<file path="src/rtl/core/assert_macros.svh">
// Assertion helpers used by the classifier RTL.
`ifndef ASSERT_MACROS_SVH
`define ASSERT_MACROS_SVH

// Same-cycle implication, disabled while reset is asserted.
`define ASSERT_IMPL(label, clk, rst_n, ante, cons) \
	label: assert property (@(posedge clk) disable iff (!(rst_n)) (ante) |-> (cons)) \
		else $error("assertion failed");

// Next-cycle implication, disabled while reset is asserted.
`define ASSERT_NEXT(label, clk, rst_n, ante, cons) \
	label: assert property (@(posedge clk) disable iff (!(rst_n)) (ante) |=> (cons)) \
		else $error("assertion failed");

`endif

</file>
<file path="src/rtl/core/smc_pkg.sv">
`default_nettype none

package smc_pkg;

	// Default field widths.
	localparam int SAMPLE_BITS_DEF = 12;
	localparam int TIME_BITS_DEF   = 32;

	// Configuration port.
	localparam int CFG_W     = 32;
	localparam int CFG_IDX_W = 2;
	localparam logic [CFG_IDX_W-1:0] REG_DRY_READING = 2'd0;
	localparam logic [CFG_IDX_W-1:0] REG_WET_READING = 2'd1;
	localparam logic [CFG_IDX_W-1:0] REG_DRY_DELAY   = 2'd2;

	// Register reset values.
	localparam int DRY_READING_RESET = 4095;
	localparam logic [CFG_W-1:0] DRY_DELAY_RESET = 32'd5000;

	// Result widths.
	localparam int PCT_W  = 7;
	localparam int COND_W = 3;

	// Quotient bits produced by the divider.
	localparam int QUOT_W = 9;

	// Percentage constants and band limits.
	localparam logic [PCT_W-1:0] PCT_FULL      = 7'd100;
	localparam logic [PCT_W-1:0] PCT_ZERO      = 7'd0;
	localparam logic [PCT_W-1:0] PCT_VERY_DRY  = 7'd10;
	localparam logic [PCT_W-1:0] PCT_DRY       = 7'd30;
	localparam logic [PCT_W-1:0] PCT_IDLE_MAX  = 7'd40;
	localparam logic [PCT_W-1:0] PCT_MOIST_MAX = 7'd60;
	localparam logic [PCT_W-1:0] PCT_WET_MAX   = 7'd90;

	// Condition codes.
	localparam logic [COND_W-1:0] COND_OFF       = 3'd0;
	localparam logic [COND_W-1:0] COND_VERY_DRY  = 3'd1;
	localparam logic [COND_W-1:0] COND_DRY       = 3'd2;
	localparam logic [COND_W-1:0] COND_IDLE      = 3'd3;
	localparam logic [COND_W-1:0] COND_MOIST     = 3'd4;
	localparam logic [COND_W-1:0] COND_WET       = 3'd5;
	localparam logic [COND_W-1:0] COND_SUBMERGED = 3'd6;
	localparam logic [COND_W-1:0] COND_BAD_CAL   = 3'd7;

	// Sequencer states.
	typedef enum logic [1:0] {
		ST_IDLE,
		ST_SETUP,
		ST_DIV,
		ST_DONE
	} state_t;

endpackage

`default_nettype wire

</file>
<file path="src/rtl/core/soil_moisture_classifier.sv">
// An accepted request moves through SETUP, DIV and DONE; an inactive request or
// equal dry and wet readings skip DIV. DONE loads the result register once it is
// empty or not stalled. A new request is taken only after that load; DIV runs the
// 9-step bit-serial restoring divider.
// Reset (arst_n low, asynchronous) loads the register defaults, stops the dry
// timer, clears the start time and clears the result valid flag.
`default_nettype none
`include "assert_macros.svh"

module soil_moisture_classifier
	import smc_pkg::*;
#(
	parameter int SAMPLE_BITS = SAMPLE_BITS_DEF,
	parameter int TIME_BITS   = TIME_BITS_DEF
) (
	input  wire logic                   clk,
	input  wire logic                   arst_n,
	// Configuration write port
	input  wire logic                   cfg_we,
	input  wire logic [CFG_IDX_W-1:0]   cfg_index,
	input  wire logic [CFG_W-1:0]       cfg_data,
	// Request channel
	input  wire logic                   in_valid,
	output logic                        in_stall,
	input  wire logic                   active,
	input  wire logic [SAMPLE_BITS-1:0] adc_sample,
	input  wire logic [TIME_BITS-1:0]   now_ms,
	// Result channel
	output logic                        out_valid,
	input  wire logic                   out_stall,
	output logic [PCT_W-1:0]            moisture_percent,
	output logic [COND_W-1:0]           condition,
	output logic                        alarm_on
);

	localparam int NUM_W     = SAMPLE_BITS + PCT_W;
	localparam int DSH_W     = SAMPLE_BITS + QUOT_W - 1;
	localparam int DIV_STEPS = QUOT_W;
	localparam int CNT_W     = $clog2(DIV_STEPS);
	localparam int CMP_W     = (TIME_BITS > CFG_W) ? TIME_BITS : CFG_W;

	// Configuration registers
	logic [SAMPLE_BITS-1:0] dry_q;
	logic [SAMPLE_BITS-1:0] wet_q;
	logic [CFG_W-1:0]       delay_q;

	// Sequencer and timer state
	state_t                 state_q;
	state_t                 state_d;
	logic [CNT_W-1:0]       cnt_q;
	logic                   running_q;
	logic [TIME_BITS-1:0]   start_q;
	logic                   out_valid_q;

	// Latched request
	logic                   active_q;
	logic [SAMPLE_BITS-1:0] sample_q;
	logic [TIME_BITS-1:0]   now_q;

	// Divider datapath
	logic                   bad_cal_q;
	logic                   q_neg_q;
	logic [NUM_W-1:0]       rem_q;
	logic [DSH_W-1:0]       dsh_q;
	logic [QUOT_W-1:0]      quot_q;

	// Result register
	logic [PCT_W-1:0]       pct_q;
	logic [COND_W-1:0]      cond_q;
	logic                   alarm_q;

	// Combinational signals
	logic                   in_acc;
	logic                   load_out;
	logic                   skip_div;
	logic [SAMPLE_BITS:0]   num_diff;
	logic [SAMPLE_BITS:0]   den_diff;
	logic [SAMPLE_BITS-1:0] num_abs;
	logic [SAMPLE_BITS-1:0] den_abs;
	logic [NUM_W-1:0]       num_ext;
	logic [NUM_W-1:0]       num_mag;
	logic                   div_ge;
	logic [PCT_W-1:0]       pct_d;
	logic [COND_W-1:0]      cond_d;
	logic                   alarm_d;
	logic                   dry_band;
	logic [TIME_BITS-1:0]   start_eff;
	logic [TIME_BITS-1:0]   elapsed;

	assign in_acc   = in_valid && !in_stall;
	assign in_stall = (state_q != ST_IDLE);
	assign load_out = (state_q == ST_DONE) && (!out_valid_q || !out_stall);
	assign skip_div = !active_q || (dry_q == wet_q);

	// Signed numerator and denominator split into sign and magnitude.
	assign num_diff = {1'b0, sample_q} - {1'b0, wet_q};
	assign den_diff = {1'b0, dry_q} - {1'b0, wet_q};
	assign num_abs  = num_diff[SAMPLE_BITS] ? SAMPLE_BITS'(-num_diff)
	                                        : num_diff[SAMPLE_BITS-1:0];
	assign den_abs  = den_diff[SAMPLE_BITS] ? SAMPLE_BITS'(-den_diff)
	                                        : den_diff[SAMPLE_BITS-1:0];
	assign num_ext  = NUM_W'(num_abs);
	// Times 100 as 64 + 32 + 4.
	assign num_mag  = (num_ext << 6) + (num_ext << 5) + (num_ext << 2);

	// One restoring step: compare against the divisor shifted into place.
	assign div_ge = (DSH_W'(rem_q) >= dsh_q);

	// Next state
	always_comb begin
		state_d = state_q;
		unique case (state_q)
			ST_IDLE: begin
				if (in_acc) state_d = ST_SETUP;
			end
			ST_SETUP: begin
				state_d = skip_div ? ST_DONE : ST_DIV;
			end
			ST_DIV: begin
				if (cnt_q == CNT_W'(DIV_STEPS - 1)) state_d = ST_DONE;
			end
			ST_DONE: begin
				if (load_out) state_d = ST_IDLE;
			end
			default: state_d = ST_IDLE;
		endcase
	end

	// Clamp the quotient into a percentage and classify it.
	always_comb begin
		if (q_neg_q) begin
			pct_d = PCT_FULL;
		end else if (quot_q > QUOT_W'(PCT_FULL)) begin
			pct_d = PCT_ZERO;
		end else begin
			pct_d = PCT_FULL - quot_q[PCT_W-1:0];
		end

		dry_band = 1'b0;
		alarm_d  = 1'b0;
		if (!active_q) begin
			pct_d  = PCT_ZERO;
			cond_d = COND_OFF;
		end else if (bad_cal_q) begin
			pct_d  = PCT_ZERO;
			cond_d = COND_BAD_CAL;
		end else if (pct_d < PCT_DRY) begin
			dry_band = 1'b1;
			cond_d   = (pct_d < PCT_VERY_DRY) ? COND_VERY_DRY : COND_DRY;
		end else if (pct_d <= PCT_IDLE_MAX) begin
			cond_d = COND_IDLE;
		end else if (pct_d <= PCT_MOIST_MAX) begin
			cond_d = COND_MOIST;
		end else if (pct_d <= PCT_WET_MAX) begin
			cond_d = COND_WET;
		end else begin
			cond_d  = COND_SUBMERGED;
			alarm_d = 1'b1;
		end

		// Dry delay measured from the stored start, or from now if just starting.
		start_eff = running_q ? start_q : now_q;
		elapsed   = now_q - start_eff;
		if (dry_band) alarm_d = (CMP_W'(elapsed) >= CMP_W'(delay_q));
	end

	// Configuration registers
	always_ff @(posedge clk or negedge arst_n) begin
		if (!arst_n) begin
			dry_q   <= SAMPLE_BITS'(DRY_READING_RESET);
			wet_q   <= '0;
			delay_q <= DRY_DELAY_RESET;
		end else if (cfg_we) begin
			unique case (cfg_index)
				REG_DRY_READING: dry_q   <= cfg_data[SAMPLE_BITS-1:0];
				REG_WET_READING: wet_q   <= cfg_data[SAMPLE_BITS-1:0];
				REG_DRY_DELAY:   delay_q <= cfg_data;
				default: ;
			endcase
		end
	end

	// Control state
	always_ff @(posedge clk or negedge arst_n) begin
		if (!arst_n) begin
			state_q     <= ST_IDLE;
			cnt_q       <= '0;
			running_q   <= 1'b0;
			start_q     <= '0;
			out_valid_q <= 1'b0;
		end else begin
			state_q <= state_d;
			if (state_q == ST_SETUP) begin
				cnt_q <= '0;
			end else if (state_q == ST_DIV) begin
				cnt_q <= cnt_q + CNT_W'(1);
			end
			if (load_out) begin
				out_valid_q <= 1'b1;
				running_q   <= dry_band;
				if (dry_band && !running_q) start_q <= now_q;
			end else if (!out_stall) begin
				out_valid_q <= 1'b0;
			end
		end
	end

	// Request latch, divider and result registers
	always_ff @(posedge clk) begin
		if (in_acc) begin
			active_q <= active;
			sample_q <= adc_sample;
			now_q    <= now_ms;
		end
		if (state_q == ST_SETUP) begin
			bad_cal_q <= (dry_q == wet_q);
			q_neg_q   <= num_diff[SAMPLE_BITS] ^ den_diff[SAMPLE_BITS];
			rem_q     <= num_mag;
			dsh_q     <= {den_abs, (QUOT_W - 1)'(0)};
			quot_q    <= '0;
		end else if (state_q == ST_DIV) begin
			if (div_ge) rem_q <= NUM_W'(DSH_W'(rem_q) - dsh_q);
			dsh_q  <= dsh_q >> 1;
			quot_q <= {quot_q[QUOT_W-2:0], div_ge};
		end
		if (load_out) begin
			pct_q   <= pct_d;
			cond_q  <= cond_d;
			alarm_q <= alarm_d;
		end
	end

	assign out_valid        = out_valid_q;
	assign moisture_percent = pct_q;
	assign condition        = cond_q;
	assign alarm_on         = alarm_q;

	// Checks
	`ASSERT_NEXT(a_accept_setup, clk, arst_n, in_acc, state_q == ST_SETUP)
	`ASSERT_IMPL(a_div_count, clk, arst_n, state_q == ST_DIV, cnt_q < CNT_W'(DIV_STEPS))
	`ASSERT_IMPL(a_pct_range, clk, arst_n, out_valid, moisture_percent <= PCT_FULL)
	`ASSERT_IMPL(a_off_quiet, clk, arst_n, out_valid && (condition == COND_OFF),
		(moisture_percent == PCT_ZERO) && !alarm_on)
	`ASSERT_IMPL(a_submerged_alarm, clk, arst_n,
		out_valid && (condition == COND_SUBMERGED), alarm_on)

endmodule

`default_nettype wire
</file>
<file path="config.mk">
export PLATFORM = sky130hd
export DESIGN_NAME = soil_moisture_classifier
export DESIGN_NICKNAME = d
export VERILOG_FILES = /design/src/rtl/core/smc_pkg.sv /design/src/rtl/core/soil_moisture_classifier.sv
export VERILOG_INCLUDE_DIRS = /design/src /design/src/rtl/core
export SDC_FILE = /design/constraint.sdc
export NUM_CORES = 1
export LEC_CHECK = 0
export BUFFER_PORTS_ARGS = -buffer_cell sky130_fd_sc_hd__buf_2
export CORE_MARGIN = 4
export CORE_UTILIZATION = 30
export DETAILED_ROUTE_END_ITERATION = 8
export PLACE_DENSITY = 0.43
export SYNTH_ARGS = -nofsm -noshare
export SYNTH_HDL_FRONTEND = slang
export SYNTH_SLANG_ARGS = --single-unit
export TNS_END_PERCENT = 1
</file>
<file path="constraint.sdc">
create_clock -name clk -period 6.6 [get_ports clk]
set_clock_uncertainty 0.2 [all_clocks]
set_input_delay 0.99 -clock clk [delete_from_list [all_inputs] [get_ports clk]]
set_output_delay 0.99 -clock clk [all_outputs]
set_load 0.005 [all_outputs]
</file>
# Yosys cells after proc, flatten, opt, wreduce, memory -nomap -nowiden
# Cells that the tools add are included.
dict set report op_classes {
  bitwise_logic 2
  n_mux 35
  reduce_logical 22
  add_sub_neg 10
  order_cmp 8
  eq_ne 11
}
# op n
set ops {}
lappend ops {{$mux 19} 3}
lappend ops {{$mux 20} 2}
lappend ops {{$ge 32x32->1} 1}
lappend ops {{$mux 32} 1}
lappend ops {{$sub 32x32->32} 1}
lappend ops {{$sub 12x12->13} 2}
lappend ops {{$mux 12} 2}
lappend ops {{$neg 12->12} 2}
lappend ops {{$ge 19x20->1} 1}
lappend ops {{$add 18x17->19} 1}
lappend ops {{$add 19x14->19} 1}
lappend ops {{$sub 19x19->19} 1}
lappend ops {{$le 7x6->1 const B} 2}
lappend ops {{$mux 7} 2}
lappend ops {{$mux 1} 13}
lappend ops {{$eq 12x12->1} 1}
lappend ops {{$mux 2} 6}
lappend ops {{$reduce_and 2->1} 5}
lappend ops {{$gt 9x7->1 const B} 1}
lappend ops {{$mux 3} 3}
lappend ops {{$mux 4} 2}
lappend ops {{$pmux 2 s4} 1}
lappend ops {{$le 7x7->1 const B} 1}
lappend ops {{$lt 7x4->1 const B} 1}
lappend ops {{other kinds (17)} 32}
dict set report word_totals {
  inputBits 84
  register_bits 202
  word_cells 108
  out_inout_bits 13
}

# Depth between registers and ports, before layout
# Gate-level depths: netlist of run 1.
dict set report logic_depth {
  ltp_word 11
  ltp_mapped 27
  depth_no_buf 26
}

# Worst setup path before layout of run 1
# OpenSTA, ideal clock, no wires.
dict set report synth_timing {
  path_kind {reg-to-reg}
  from {register sample_q[0]}
  to {register rem_q[14] (data pin)}
  synth_period_minus_slack_ns 5.716
  required_time_ns 6.139
  setup_ns 0.261
  t_arrival_ns 5.255
  slack_ns 0.884
  stages_incl_launch_ff 25
  n_path_buf 1
  path_cell_list {edfxtp_1 -> inv_1 -> ha_1 -> inv_1 -> fa_1 -> a21o_1 -> and4_1 -> nor4b_1 -> nor2_1 -> a211o_1 -> a21oi_1 -> buf_2 -> o31ai_1 -> xnor2_1 -> inv_1 -> fa_1 -> fa_1 -> nor2b_1 -> o21ai_0 -> a21oi_1 -> o21ai_0 -> a21oi_1 -> xor2_1 -> a221o_1 -> a311o_1}
}
dict set report synth_between {
  elab_chain_len 6
}
# element line_no
set synth_lines {}
lappend synth_lines {{start, declared} soil_moisture_classifier.sv:57} ;# logic [SAMPLE_BITS-1:0] sample_q;
lappend synth_lines {{start signal, assigned} soil_moisture_classifier.sv:212} ;# sample_q <= adc_sample;
lappend synth_lines {{$sub 12x12->13 *} soil_moisture_classifier.sv:96} ;# assign num_diff = {1'b0, sample_q} - {1'b0, wet_q};
lappend synth_lines {{$neg 12->12} soil_moisture_classifier.sv:98} ;# assign num_abs = num_diff[SAMPLE_BITS] ? SAMPLE_BITS'(-num_diff)
lappend synth_lines {{$mux 12 *} soil_moisture_classifier.sv:98}
lappend synth_lines {{$add 18x17->19} soil_moisture_classifier.sv:104} ;# assign num_mag = (num_ext << 6) + (num_ext << 5) + (num_ext << 2);
lappend synth_lines {{$add 19x14->19 *} soil_moisture_classifier.sv:104}
lappend synth_lines {{$mux 19 *} soil_moisture_classifier.sv:215} ;# if (state_q == ST_SETUP) begin
lappend synth_lines {{end signal, assigned} soil_moisture_classifier.sv:218} ;# rem_q <= num_mag;
lappend synth_lines {{end signal, assigned} soil_moisture_classifier.sv:222} ;# if (div_ge) rem_q <= NUM_W'(DSH_W'(rem_q) - dsh_q);
lappend synth_lines {{end, declared} soil_moisture_classifier.sv:63} ;# logic [NUM_W-1:0] rem_q;
# Mark *: on every way between the ends. The rest lies on a longest branch, timed or not.
# A chain may end at the register's enable or synchronous reset.

# Worst setup path after layout of run 1
# Same ends and word-level chain as after synthesis.

==> metrics.cfg, run 1 <==
[floorplan]
initial_core_util_pct=30.5
die_area_sq_um=48600
rows=77
num_io_pins=97
die_w_microns=220
die_height_microns=220
coreArea_sq_um=44400

[clocking]
cts_root_buffer=clkbuf_16
clk_latency_ns=0.54
cts_tree=built
cts_buffers=27
cts_hold_repair.buffers=0
clock_sinks=202
h-tree-depth=1
clockBufferDepth=3
cts_setup_buffers=0
cts_resized=0
cts.clk_slew.worst_paths_ns=0.05

[grt]
grt_usage_pct=13.2
grt_first_pass_wirelength_mm=51.8
grt_max_degree=56
grt_pass1_vias=9817
overflow=0
antenna_found_initial=3

[yosys]
yosysMostFrequentCell=ha_1
syn-num-nets=1537
synthTopCellsByArea=edfxtp_1 (20%), dfrtp_1 (15%), ha_1 (12%)
synth_edf_count=89
yosysTopAreaCellShare_pct=19.7
syn_area_per_cell_sq_um=10.3
synthArstFlopShare_pct=47.5
yosysTopAreaCell=edfxtp_1
synth.distinct_cells=74
synth_ff_type=edfxtp_1
ys_ff_latch=202
synth_area_sq_um=13500
synth_common_cells=ha_1 (132), inv_1 (117), edfxtp_1 (89)
yosysWarnings=0
syn_inst=1308
synth-seq-area-share_pct=40.2

[setup_path]
crit_path_frequent_cell=inv_1
cp_num_buf_inv=5
reg2reg_from=sample_q[0]
crit_family=compound AO/OA/AOI/OAI gates
path_class=reg2reg
startpoint=sample_q[0]
slowest_stage=fa_1
worst_setup_path_start_kind=register
cp-end-kind=register
cp_max_fo=12
arrival_ns=6.17
critPathMaxStageDelay_ns=0.54
cp.required_ns=6.69

[detailed_routing]
avgViaCountPerCell=4.79
ant_nets=0
wl_mm=31.7
wl_per_cell_microns=15.7
num_vias=9688
first_pass_iters=4
drc_errors=0
first_iter_violations=436

[sta]
period_minus_slack_ns=6.08
rsz0062_at_grt=no
period_share_pct=92.2
setup_ws_ns=0.516
finalSetupViolations=0
max_slew.worst_pin.slew_ns=0.862
drv_slew=0
hold_viol=0
fmax_ghz=0.164
finalSetupTns_ns=0
slew_headroom_pct=42.4

[run_status]
status=complete, no violations

[placement]
gp_congestion=0.793
preCtsSetupSlack_ns=0.512
io_buffers=96
dp_hpwl_mm=24.7

[final_layout]
drive_gt1_share_pct=19.1
antenna_cells=0
area_delta_synth_final_pct=15.5
nets=1640

[pwr]
p_leak_nw=6.71
powerDensity_nw_per_um2=546
ir_drop_v=0.000304

[run]
max_cap_viol_count=0

[worst_hold_path]
min_from=cnt_q[3]
min_path_type=reg2reg

path summary, 6_finish.rpt:
check / end / slack (ns) / cells past startpoint
setup reg to reg: rem_q[14] / 0.52 / 25
hold / removal: cnt_q[3] / 0.28 / 1
setup / recovery: rem_q[14] / 0.52 / 25
max in group asynchronous: wet_q[4] / 4.84 / 2
min in group asynchronous: delay_q[18] / 0.32 / 1
hold reg to reg: cnt_q[3] / 0.28 / 1
per-stage QoR:
stage | hold slack (ns) | instance area, sq um | std cells | total power, mW | utilization, %
after global placement | 0.278 | 14700 | 1974 | 7.17 | 33.1
after detailed placement | 0.265 | 14700 | 1974 | 7.17 | 33.1
after CTS | 0.278 | 15600 | 2024 | 8.71 | 35.2
after global routing | 0.310 | 15600 | 2024 | 9.46 | 35.2
final | 0.276 | 15600 | 2024 | 8.53 | 35.2
after floorplan | 0.246 | 13500 | 1308 | 5.98 | -
power breakdown:
part / total, mW / leakage [nW] / switching, mW / internal [mW]
Clock: 1.47 / 0.449 / 0.548 / 0.918
Combinational: 5.10 / 4.12 / 2.89 / 2.22
Sequential: 1.96 / 2.15 / 0.160 / 1.80
cells in the final DEF, fill, tap and decap left out, drive strengths merged, types with 53 or more instances in the layout:
| cell | netlist | routed |
|---|---|---|
| edfxtp | 89 | 89 |
| dfrtp | 79 | 79 |
| xnor2 | 62 | 62 |
| mux2 | 87 | 87 |
| inv | 117 | 119 |
| nor2 | 85 | 85 |
| mux2i | 53 | 53 |
| nand2 | 74 | 74 |
| a21oi | 81 | 81 |
| o21ai | 70 | 70 |
| ha | 132 | 132 |
| buf | 9 | 107 |
worst register-to-register path, cell delays in order, from the launching register on:
cell,delay (ns)
edfxtp_1,0.35
inv_1,0.06
ha_1,0.15
inv_1,0.05
fa_1,0.39
a21o_1,0.19
and4_1,0.22
nor4b_1,0.29
nor2_1,0.16
a211o_1,0.29
a21oi_1,0.15
buf_4,0.19
o41ai_1,0.10
xnor2_1,0.36
inv_1,0.12
fa_1,0.54
inv_1,0.04
ha_1,0.32
nor2b_1,0.14
o21ai_0,0.20
a21oi_1,0.12
o21ai_0,0.23
a21oi_1,0.14
xor2_1,0.16
a221o_1,0.35
a311o_1,0.31
final cells by class:
cell class                 instances  area [sq um]
tap                              592           741
clock inverter                     7          65.1
fill                            4487         28800
clock buffer                      43           850
timing repair buffer             107           566
sequential                       202          5440
multi-input combinational        956          7530
inverter                         117           439
routing by layer:
layer	vias up	GRT usage, %	share of wire (%)	routed length, microns
li1	4923	-	-	-
met1	4611	17.0	46	14700
met2	98	22.9	48	15300
met3	50	2.57	3.3	1040
met4	6	2.95	2.2	709
met5	-	0	0.17	54
sequential cells by signal (all words and copies together) (netlist names):
| name | flops |
|---|---|
| rem_q | 19 |
| q_neg_q | 1 |
| wet_q | 12 |
| quot_q | 9 |
| active_q | 1 |
| now_q | 32 |
| delay_q | 32 |
| sample_q | 12 |
| condition | 3 |
| state_q | 2 |
| cnt_q | 4 |
| start_q | 32 |
| running_q | 1 |
| moisture_percent | 7 |
| bad_cal_q | 1 |
| out_valid | 1 |
| alarm_on | 1 |
| dsh_q | 20 |
| dry_q | 12 |
logic make-up (layout without fill, tap and decap cells):
| kind of cell | Yosys count | count (layout) | synth area share [%] |
|---|---|---|---|
| AOI/OAI and AO/OA | 286 | 286 | 13.7 |
| adders and majority gates | 145 | 145 | 14.1 |
| buffers and inverters | 150 | 274 | 4.27 |
| and+or+nand+nor | 293 | 293 | 10.7 |
| DFF | 202 | 202 | 40.2 |
| muxes | 140 | 140 | 11.2 |
| xor gates and xnor gates | 92 | 92 | 5.95 |
(Power assumes the default switching activity.)
==> run 2, diff against run 1 <==
--- a/config.mk
+++ b/config.mk
@@ -10,7 +10,7 @@
 export CORE_MARGIN = 4
 export CORE_UTILIZATION = 30
 export DETAILED_ROUTE_END_ITERATION = 8
-export PLACE_DENSITY = 0.43
+export PLACE_DENSITY = 0.45
 export SYNTH_ARGS = -nofsm -noshare
 export SYNTH_HDL_FRONTEND = slang
 export SYNTH_SLANG_ARGS = --single-unit
==> constraint.sdc (replaced) <==
create_clock -name clk -period 5 [get_ports clk]
set_clock_uncertainty 0.2 [all_clocks]
set_input_delay 0.75 -clock clk [delete_from_list [all_inputs] [get_ports clk]]
set_output_delay 0.75 -clock clk [all_outputs]
set_load 0.005 [all_outputs]
==> run 2 against run 1 <==
Cell count grew 7.5%. Critical endpoint unchanged. Core utilization grew 3.0 points. Flip-flop and latch count is the same. The run now ends with negative setup slack left.
==> metrics.cfg, run 2 (synthesis gave the netlist of run 1 again) <==
[setup_path]
cp.required_ns=5.09  ; was 6.69 ns
cp_num_buf_inv=3  ; was 5
cp_max_fo=4  ; was 12
arrival_ns=5.53  ; was 6.17 ns
crit_chain=inv_2 -> ha_4 -> inv_2 -> fa_2 -> a21o_1 -> and4_1 -> nor4b_2 -> nor2_2 -> buf_4 -> a21o_1 -> or3_4 -> a31oi_4 -> mux2i_1 -> xor2_1 -> fa_1 -> ha_2 -> or3_1 -> o21ai_2 -> a21oi_2 -> xor2_1 -> a221o_1 -> a311o_1
critPathMaxStageDelay_ns=0.48  ; was 0.54 ns
crit_family=simple AND/OR/NAND/NOR gates  ; was compound AO/OA/AOI/OAI gates
path_class=reg2reg  ; unchanged
rr_worst_depth=22  ; was 25
worst_setup_path_start_kind=register  ; unchanged
reg2reg_slack_ns=-0.44  ; was 0.52 ns
reg2reg_from=sample_q[0]  ; unchanged
timing.rr.end=rem_q[14]  ; unchanged
cp-end-kind=register  ; unchanged
slowest_stage=fa_1  ; unchanged

[final_layout]
layout_common_cells=buf_4 (162), ha_1 (126), inv_1 (112)  ; was ha_1 (131), inv_1 (117), buf_2 (95)
area_delta_synth_final_pct=25.4  ; was 15.5%
nets=1791  ; was 1640
largestRegisters=delay_q: 32 flops, now_q: 32 flops, start_q: 32 flops  ; unchanged
final_common_cell=buf_4  ; was ha_1
fillCellCount=4445  ; was 4487
register_area_sq_um=5440  ; unchanged
drive_gt1_share_pct=29.5  ; was 19.1%
stdcell_count=2175  ; was 2024
multi_input_area_sq_um=7760  ; was 7530 sq um

[detailed_routing]
avgViaCountPerCell=4.72  ; was 4.79
route.met3.wl_mm=1.07  ; was 1.04 mm
drc_errors=0  ; unchanged
wl_mm=33.0  ; was 31.7 mm
top_layer_used=met5  ; unchanged
drt-met1-wl_mm=15.0  ; was 14.7 mm
ant_nets=0  ; unchanged
wl_met2_mm=16.1  ; was 15.3 mm
wl_per_cell_microns=15.2  ; was 15.7 microns
first_iter_violations=405  ; was 436
num_vias=10300  ; was 9688
first_pass_iters=4  ; unchanged

[pwr]
ir_drop_v=0.000677  ; was 0.000304 V
p_leak_nw=7.48  ; was 6.71 nW
powerDensity_nw_per_um2=793  ; was 546 nW/um^2

[clocking]
cts_root_buffer=clkbuf_16  ; unchanged
cts_tree=built  ; unchanged
clockBufferDepth=3  ; unchanged
clock_sinks=202  ; unchanged
cts.clk_slew.worst_paths_ns=0.06  ; was 0.05 ns
cts_buffers=26  ; was 27
clk_latency_ns=0.56  ; was 0.54 ns
h-tree-depth=1  ; unchanged

[sta]
setup_ws_ns=-0.439  ; was 0.516 ns
slew_headroom_pct=21.9  ; was 42.4%
rsz0062_at_grt=yes  ; was no
drv_slew=0  ; unchanged
period_minus_slack_ns=5.44  ; was 6.08 ns
hold_viol=0  ; unchanged
fmax_ghz=0.184  ; was 0.164 GHz
holdWs_ns=0.0768  ; was 0.276 ns
finalSetupViolations=8  ; was 0
period_share_pct=109  ; was 92.2%
max_slew.worst_pin.slew_ns=1.17  ; was 0.862 ns

[run]
max_cap_viol_count=0  ; unchanged

[floorplan]
die_w_microns=220  ; unchanged
coreArea_sq_um=44400  ; unchanged
die_area_sq_um=48600  ; unchanged
num_io_pins=97  ; unchanged
rows=77  ; unchanged
initial_core_util_pct=30.5  ; unchanged
die_height_microns=220  ; unchanged

[placement]
dpl.cell_count=2105  ; was 1974
dp_hpwl_mm=25.8  ; was 24.7 mm
io_buffers=96  ; unchanged
gp_congestion=0.803  ; was 0.793

[worst_hold_path]
min_path_type=in2async  ; was reg2reg

[grt]
grt_usage_pct=13.7  ; was 13.2%
grt_first_pass_wirelength_mm=54.0  ; was 51.8 mm
antenna_found_initial=3  ; unchanged
overflow=0  ; unchanged
grt_max_degree=58  ; was 56
grt_pass1_vias=10700  ; was 9817

[run_status]
violations=negative setup slack
status=finished with violations  ; was complete, no violations

==> run 2: changes by cell type in the layout (fill, tap and decap cells not counted), sizes merged <==
| cell | before | now |
|---|---|---|
| buf | 107 | 259 |
| clkbuf | 43 | 36 |
| clkinv | 4 | 8 |
| bufinv | 1 | 3 |
| inv | 119 | 117 |
| clkinvlp | 0 | 1 |
| diode | 0 | 1 |
==> run 2: how the worst max path moves through the flow <==
| stage | from | endpoint | slack (ns) | depth (start not counted) |
|---|---|---|---|---|
| after floorplan | sample_q[0] | rem_q[14] | -0.39 | 25 |
| after global placement | sample_q[0] | rem_q[14] | -0.61 | 25 |
| after detailed placement | sample_q[0] | rem_q[14] | -0.70 | 25 |
| after CTS | sample_q[0] | rem_q[14] | -0.44 | 22 |
| after global routing | sample_q[0] | rem_q[14] | -0.73 | 22 |
| final | sample_q[0] | rem_q[14] | -0.44 | 22 |
==> run 2: worst reg2reg max path, cell delays in order (launching register included) <==
cell and delay (ns):
edfxtp_1 0.38, inv_2 0.08, ha_4 0.13, inv_2 0.04
fa_2 0.33, a21o_1 0.18, and4_1 0.18, nor4b_2 0.30
nor2_2 0.08, buf_4 0.16, a21o_1 0.16, or3_4 0.35
a31oi_4 0.16, mux2i_1 0.25, xor2_1 0.30, fa_1 0.48
ha_2 0.20, or3_1 0.35, o21ai_2 0.08, a21oi_2 0.06
xor2_1 0.17, a221o_1 0.32, a311o_1 0.26
==> run 2: what timing repair did <==
| item | 4_1_cts | 5_1_grt |
|---|---|---|
| gates resized for setup | 18 | 26 |
| hold buffers | 0 | 0 |
| setup buffers | 15 | 6 |
| setup endpoints to repair | 10 | 11 |
| pin swaps | 24 | 15 |
==> run 2: per-layer routing <==
| layer | up-vias | track usage, % |
|---|---|---|
| li1 | 5204 | - |
| met1 | 4895 | 17.5 |
| met2 | 108 | 23.8 |
| met3 | 47 | 2.24 |
| met4 | 4 | 3.94 |
| met5 | - | 0 |
==> run 2: final cells by class <==
type                    count  area share, %
flip-flops and latches    202           32.0
repair buffers            259           10.1
clock buffers              36           4.35
clock inverters            12          0.877
diodes                      1         0.0147
well taps                 592           4.36
inverters                 117           2.59
multi-input cells         956           45.7
==> run 2: power by group <==
group | internal (mW) | switching (mW)
Combinational | 4.51 | 4.47
Sequential | 2.37 | 0.210
Clock | 1.18 | 0.724
Total | 8.06 | 5.40
==> run 2: metrics by stage <==
stage | setup TNS [ns] | utilization [%] | setup slack (ns) | power (mW) | cell area (sq um)
floorplan | -1.31 | - | -0.393 | 7.98 | 13600
global placement | -3.02 | 35.5 | -0.613 | 10.6 | 15700
detailed placement | -3.77 | 35.5 | -0.695 | 10.7 | 15700
CTS | -2.46 | 37.8 | -0.439 | 13.3 | 16800
global route | -5.29 | 38.2 | -0.731 | 14.8 | 17000
finish | -2.14 | 38.2 | -0.439 | 13.5 | 17000
==> run 3, diff against run 2 <==
--- a/config.mk
+++ b/config.mk
@@ -7,7 +7,8 @@
 export NUM_CORES = 1
 export LEC_CHECK = 0
 export BUFFER_PORTS_ARGS = -buffer_cell sky130_fd_sc_hd__buf_2
-export CORE_MARGIN = 4
+export CORE_ASPECT_RATIO = 0.6
+export CORE_MARGIN = 2
 export CORE_UTILIZATION = 30
 export DETAILED_ROUTE_END_ITERATION = 8
 export PLACE_DENSITY = 0.45
==> run 3 against run 2 <==
Core utilization down 0.33 points. Critical path depth unchanged. Clock power about the same. Critical endpoint unchanged. The run still ends with negative setup slack left. Power up 1.0%. Combinational power up 1%. Worst setup slack better by 0.069 ns.
==> metrics.cfg, run 3 (synthesis gave the netlist of run 1 again) <==
[run_status]
status=finished with violations  ; unchanged
violations=negative setup slack  ; unchanged

[setup_path]
slowest_stage=or4b_4  ; was fa_1
worst_setup_path_start_kind=register  ; unchanged
crit_path_frequent_cell=buf_4
arrival_ns=5.47  ; was 5.53 ns
cp.required_ns=5.10  ; was 5.09 ns
cp_max_fo=3  ; was 4
timing.rr.end=rem_q[14]  ; unchanged
path_class=reg2reg  ; unchanged
rr_worst_depth=22  ; unchanged
critPathMaxStageDelay_ns=0.54  ; was 0.48 ns
crit_chain=ha_4 -> buf_4 -> buf_4 -> nor2b_4 -> o31a_1 -> o31ai_4 -> buf_4 -> a21boi_1 -> buf_4 -> nor4_4 -> nand2_1 -> or4b_4 -> nand2_4 -> xor2_2 -> fa_1 -> ha_1 -> or3_1 -> o21ai_1 -> a21oi_2 -> xor2_1 -> a221o_1 -> a311o_1  ; was inv_2 -> ha_4 -> inv_2 -> fa_2 -> a21o_1 -> and4_1 -> nor4b_2 -> nor2_2 -> buf_4 -> a21o_1 -> or3_4 -> a31oi_4 -> mux2i_1 -> xor2_1 -> fa_1 -> ha_2 -> or3_1 -> o21ai_2 -> a21oi_2 -> xor2_1 -> a221o_1 -> a311o_1
reg2reg_from=wet_q[0]  ; was sample_q[0]
reg2reg_slack_ns=-0.37  ; was -0.44 ns
cp-end-kind=register  ; unchanged

[pwr]
powerDensity_nw_per_um2=804  ; was 793 nW/um^2
p_int_mw=7.89  ; was 8.06 mW
p_leak_nw=7.45  ; was 7.48 nW
seqPwrFrac_pct=19.0  ; was 19.2%
comb_power_share_pct=66.8  ; was 66.7%
p_sw_share_pct=42.0  ; was 40.1%
ir_drop_v=0.000705  ; was 0.000677 V
p_sw_mw=5.72  ; was 5.40 mW
clock_power_share_pct=14.3  ; was 14.2%

[clocking]
clk_latency_ns=0.55  ; was 0.56 ns
cts.clk_slew.worst_paths_ns=0.06  ; about the same
cts_root_buffer=clkbuf_16  ; unchanged
cts_buffers=24  ; was 26
cts_hold_repair.buffers=0  ; unchanged
h-tree-depth=1  ; unchanged
clockBufferDepth=3  ; unchanged
clock_sinks=202  ; unchanged
cts_tree=built  ; unchanged

[sta]
drv_slew=0  ; unchanged
period_minus_slack_ns=5.37  ; was 5.44 ns
finalSetupTns_ns=-1.68  ; was -2.14 ns
slew_headroom_pct=43.2  ; was 21.9%
period_share_pct=107  ; was 109%
max_slew.worst_pin.slew_ns=0.851  ; was 1.17 ns
setup_ws_ns=-0.370  ; was -0.439 ns
holdWs_ns=0.108  ; was 0.0768 ns
finalSetupViolations=8  ; unchanged
hold_viol=0  ; unchanged
rsz0062_at_grt=yes  ; unchanged
fmax_ghz=0.186  ; was 0.184 GHz

[grt]
grt_first_pass_wirelength_mm=54.9  ; was 54.0 mm
use_met2_pct=18.9  ; was 23.8%
busiest_layer=met1  ; was met2
grt_pass1_vias=9771  ; was 10700
grt_max_degree=61  ; was 58
grtUsageMet3_pct=2.35  ; was 2.24%
antenna_found_initial=1  ; was 3
grtUsageMet1_pct=24.6  ; was 17.5%
grt_usage_pct=14.6  ; was 13.7%
overflow=0  ; unchanged

[detailed_routing]
avgViaCountPerCell=4.73  ; was 4.72
wl_mm=34.3  ; was 33.0 mm
num_vias=10200  ; was 10300
first_pass_iters=5  ; was 4
wl_per_cell_microns=15.9  ; was 15.2 microns
drc_errors=0  ; unchanged
ant_nets=0  ; unchanged
first_iter_violations=563  ; was 405

[placement]
gp_congestion=0.833  ; was 0.803
dp_hpwl_mm=26.8  ; was 25.8 mm
dpl.cell_count=2100  ; was 2105
io_buffers=96  ; unchanged

[floorplan]
rows=60  ; was 77
die_w_microns=278  ; was 220 microns
coreArea_sq_um=44700  ; was 44400 sq um
die_height_microns=169  ; was 220 microns
initial_core_util_pct=30.3  ; was 30.5%
num_io_pins=97  ; unchanged
die_area_sq_um=46900  ; was 48600 sq um

[final_layout]
layout_common_cells=buf_4 (150), ha_1 (127), inv_1 (112)  ; was buf_4 (162), ha_1 (126), inv_1 (112)
nets=1778  ; was 1791
stdcell_count=2157  ; was 2175
area_delta_synth_final_pct=25.1  ; was 25.4%
final_util_pct=37.9  ; was 38.2%
drive_gt1_share_pct=29.7  ; was 29.5%
final_common_cell=buf_4  ; unchanged
largestRegisters=delay_q: 32 flops, now_q: 32 flops, start_q: 32 flops  ; unchanged

[worst_hold_path]
min_path_type=in2async  ; unchanged

[run]
max_cap_viol_count=0  ; unchanged

## run 3: cell types whose count changed in the layout (fill, tap and decap cells not counted), sizes merged
cell      delta
buf         -11
clkbuf       -9
bufinv       +2
clkinv       +2
inv          +2
clkinvlp     -1
## run 3: what timing repair did
| action | 4_1_cts | 5_1_grt |
|---|---|---|
| resized for setup | 41 | 12 |
| setup buffers | 11 | 1 |
| pin swaps | 32 | 8 |
| endpoints found under the setup margin | 11 | 11 |
## run 3: power by group through the flow
stage               Combinational (mW)  Clock [mW]  Sequential (mW)
finish                            9.08        1.94             2.58
global route                      10.1        2.08             2.63
CTS                               8.93        2.00             2.58
detailed placement                8.27           0             2.61
global placement                  8.23           0             2.61
floorplan                         5.44           0             2.54
## run 3: cell type report
class	instances	area, sq um
diodes	1	2.50
clock buffers	27	642
clock inverters	17	234
fillers	4445	27700
inverters	117	439
multi-input cells	956	7790
flip-flops and latches	202	5440
well taps	589	737
repair buffers	248	1640
## run 3: worst max-delay path: cells and delay by family, from the launching register on
| family | cells | cell delay (ns) |
|---|---|---|
| AO/OA/AOI/OAI | 7 | 1.22 |
| XOR/XNOR | 2 | 0.34 |
| adder cells (fa/ha/maj) | 3 | 0.95 |
| buffers and inverters | 4 | 0.54 |
| flip-flops | 1 | 0.42 |
| AND/OR/NAND/NOR | 6 | 1.44 |
## run 3: how the worst max path moves through the flow
stage / start / to / slack (ns)
after CTS: sample_q[0] / rem_q[14] / -0.36
after global placement: sample_q[0] / rem_q[14] / -0.60
after floorplan: sample_q[0] / rem_q[14] / -0.39
after global routing: sample_q[0] / rem_q[14] / -0.61
after detailed placement: sample_q[0] / rem_q[14] / -0.71
final: wet_q[0] / rem_q[14] / -0.37
## run 3: metal layers
metal  wire length, microns  vias to the layer above  part of all wire, %
li1                       -                     5191                    -
met1                  19900                     4813                   58
met2                  12500                      158                   36
met3                   1430                       33                  4.2
met4                    501                        0                  1.5
met5                      0                        -                    0
## run 3: metrics by stage
stage	power, mW	instance area, sq um	worst slack, ns
after global placement	10.8	15700	-0.603
after floorplan	7.98	13600	-0.393
final	13.6	16900	-0.370
after detailed placement	10.9	15700	-0.711
after CTS	13.5	16900	-0.364
after global routing	14.8	16900	-0.612
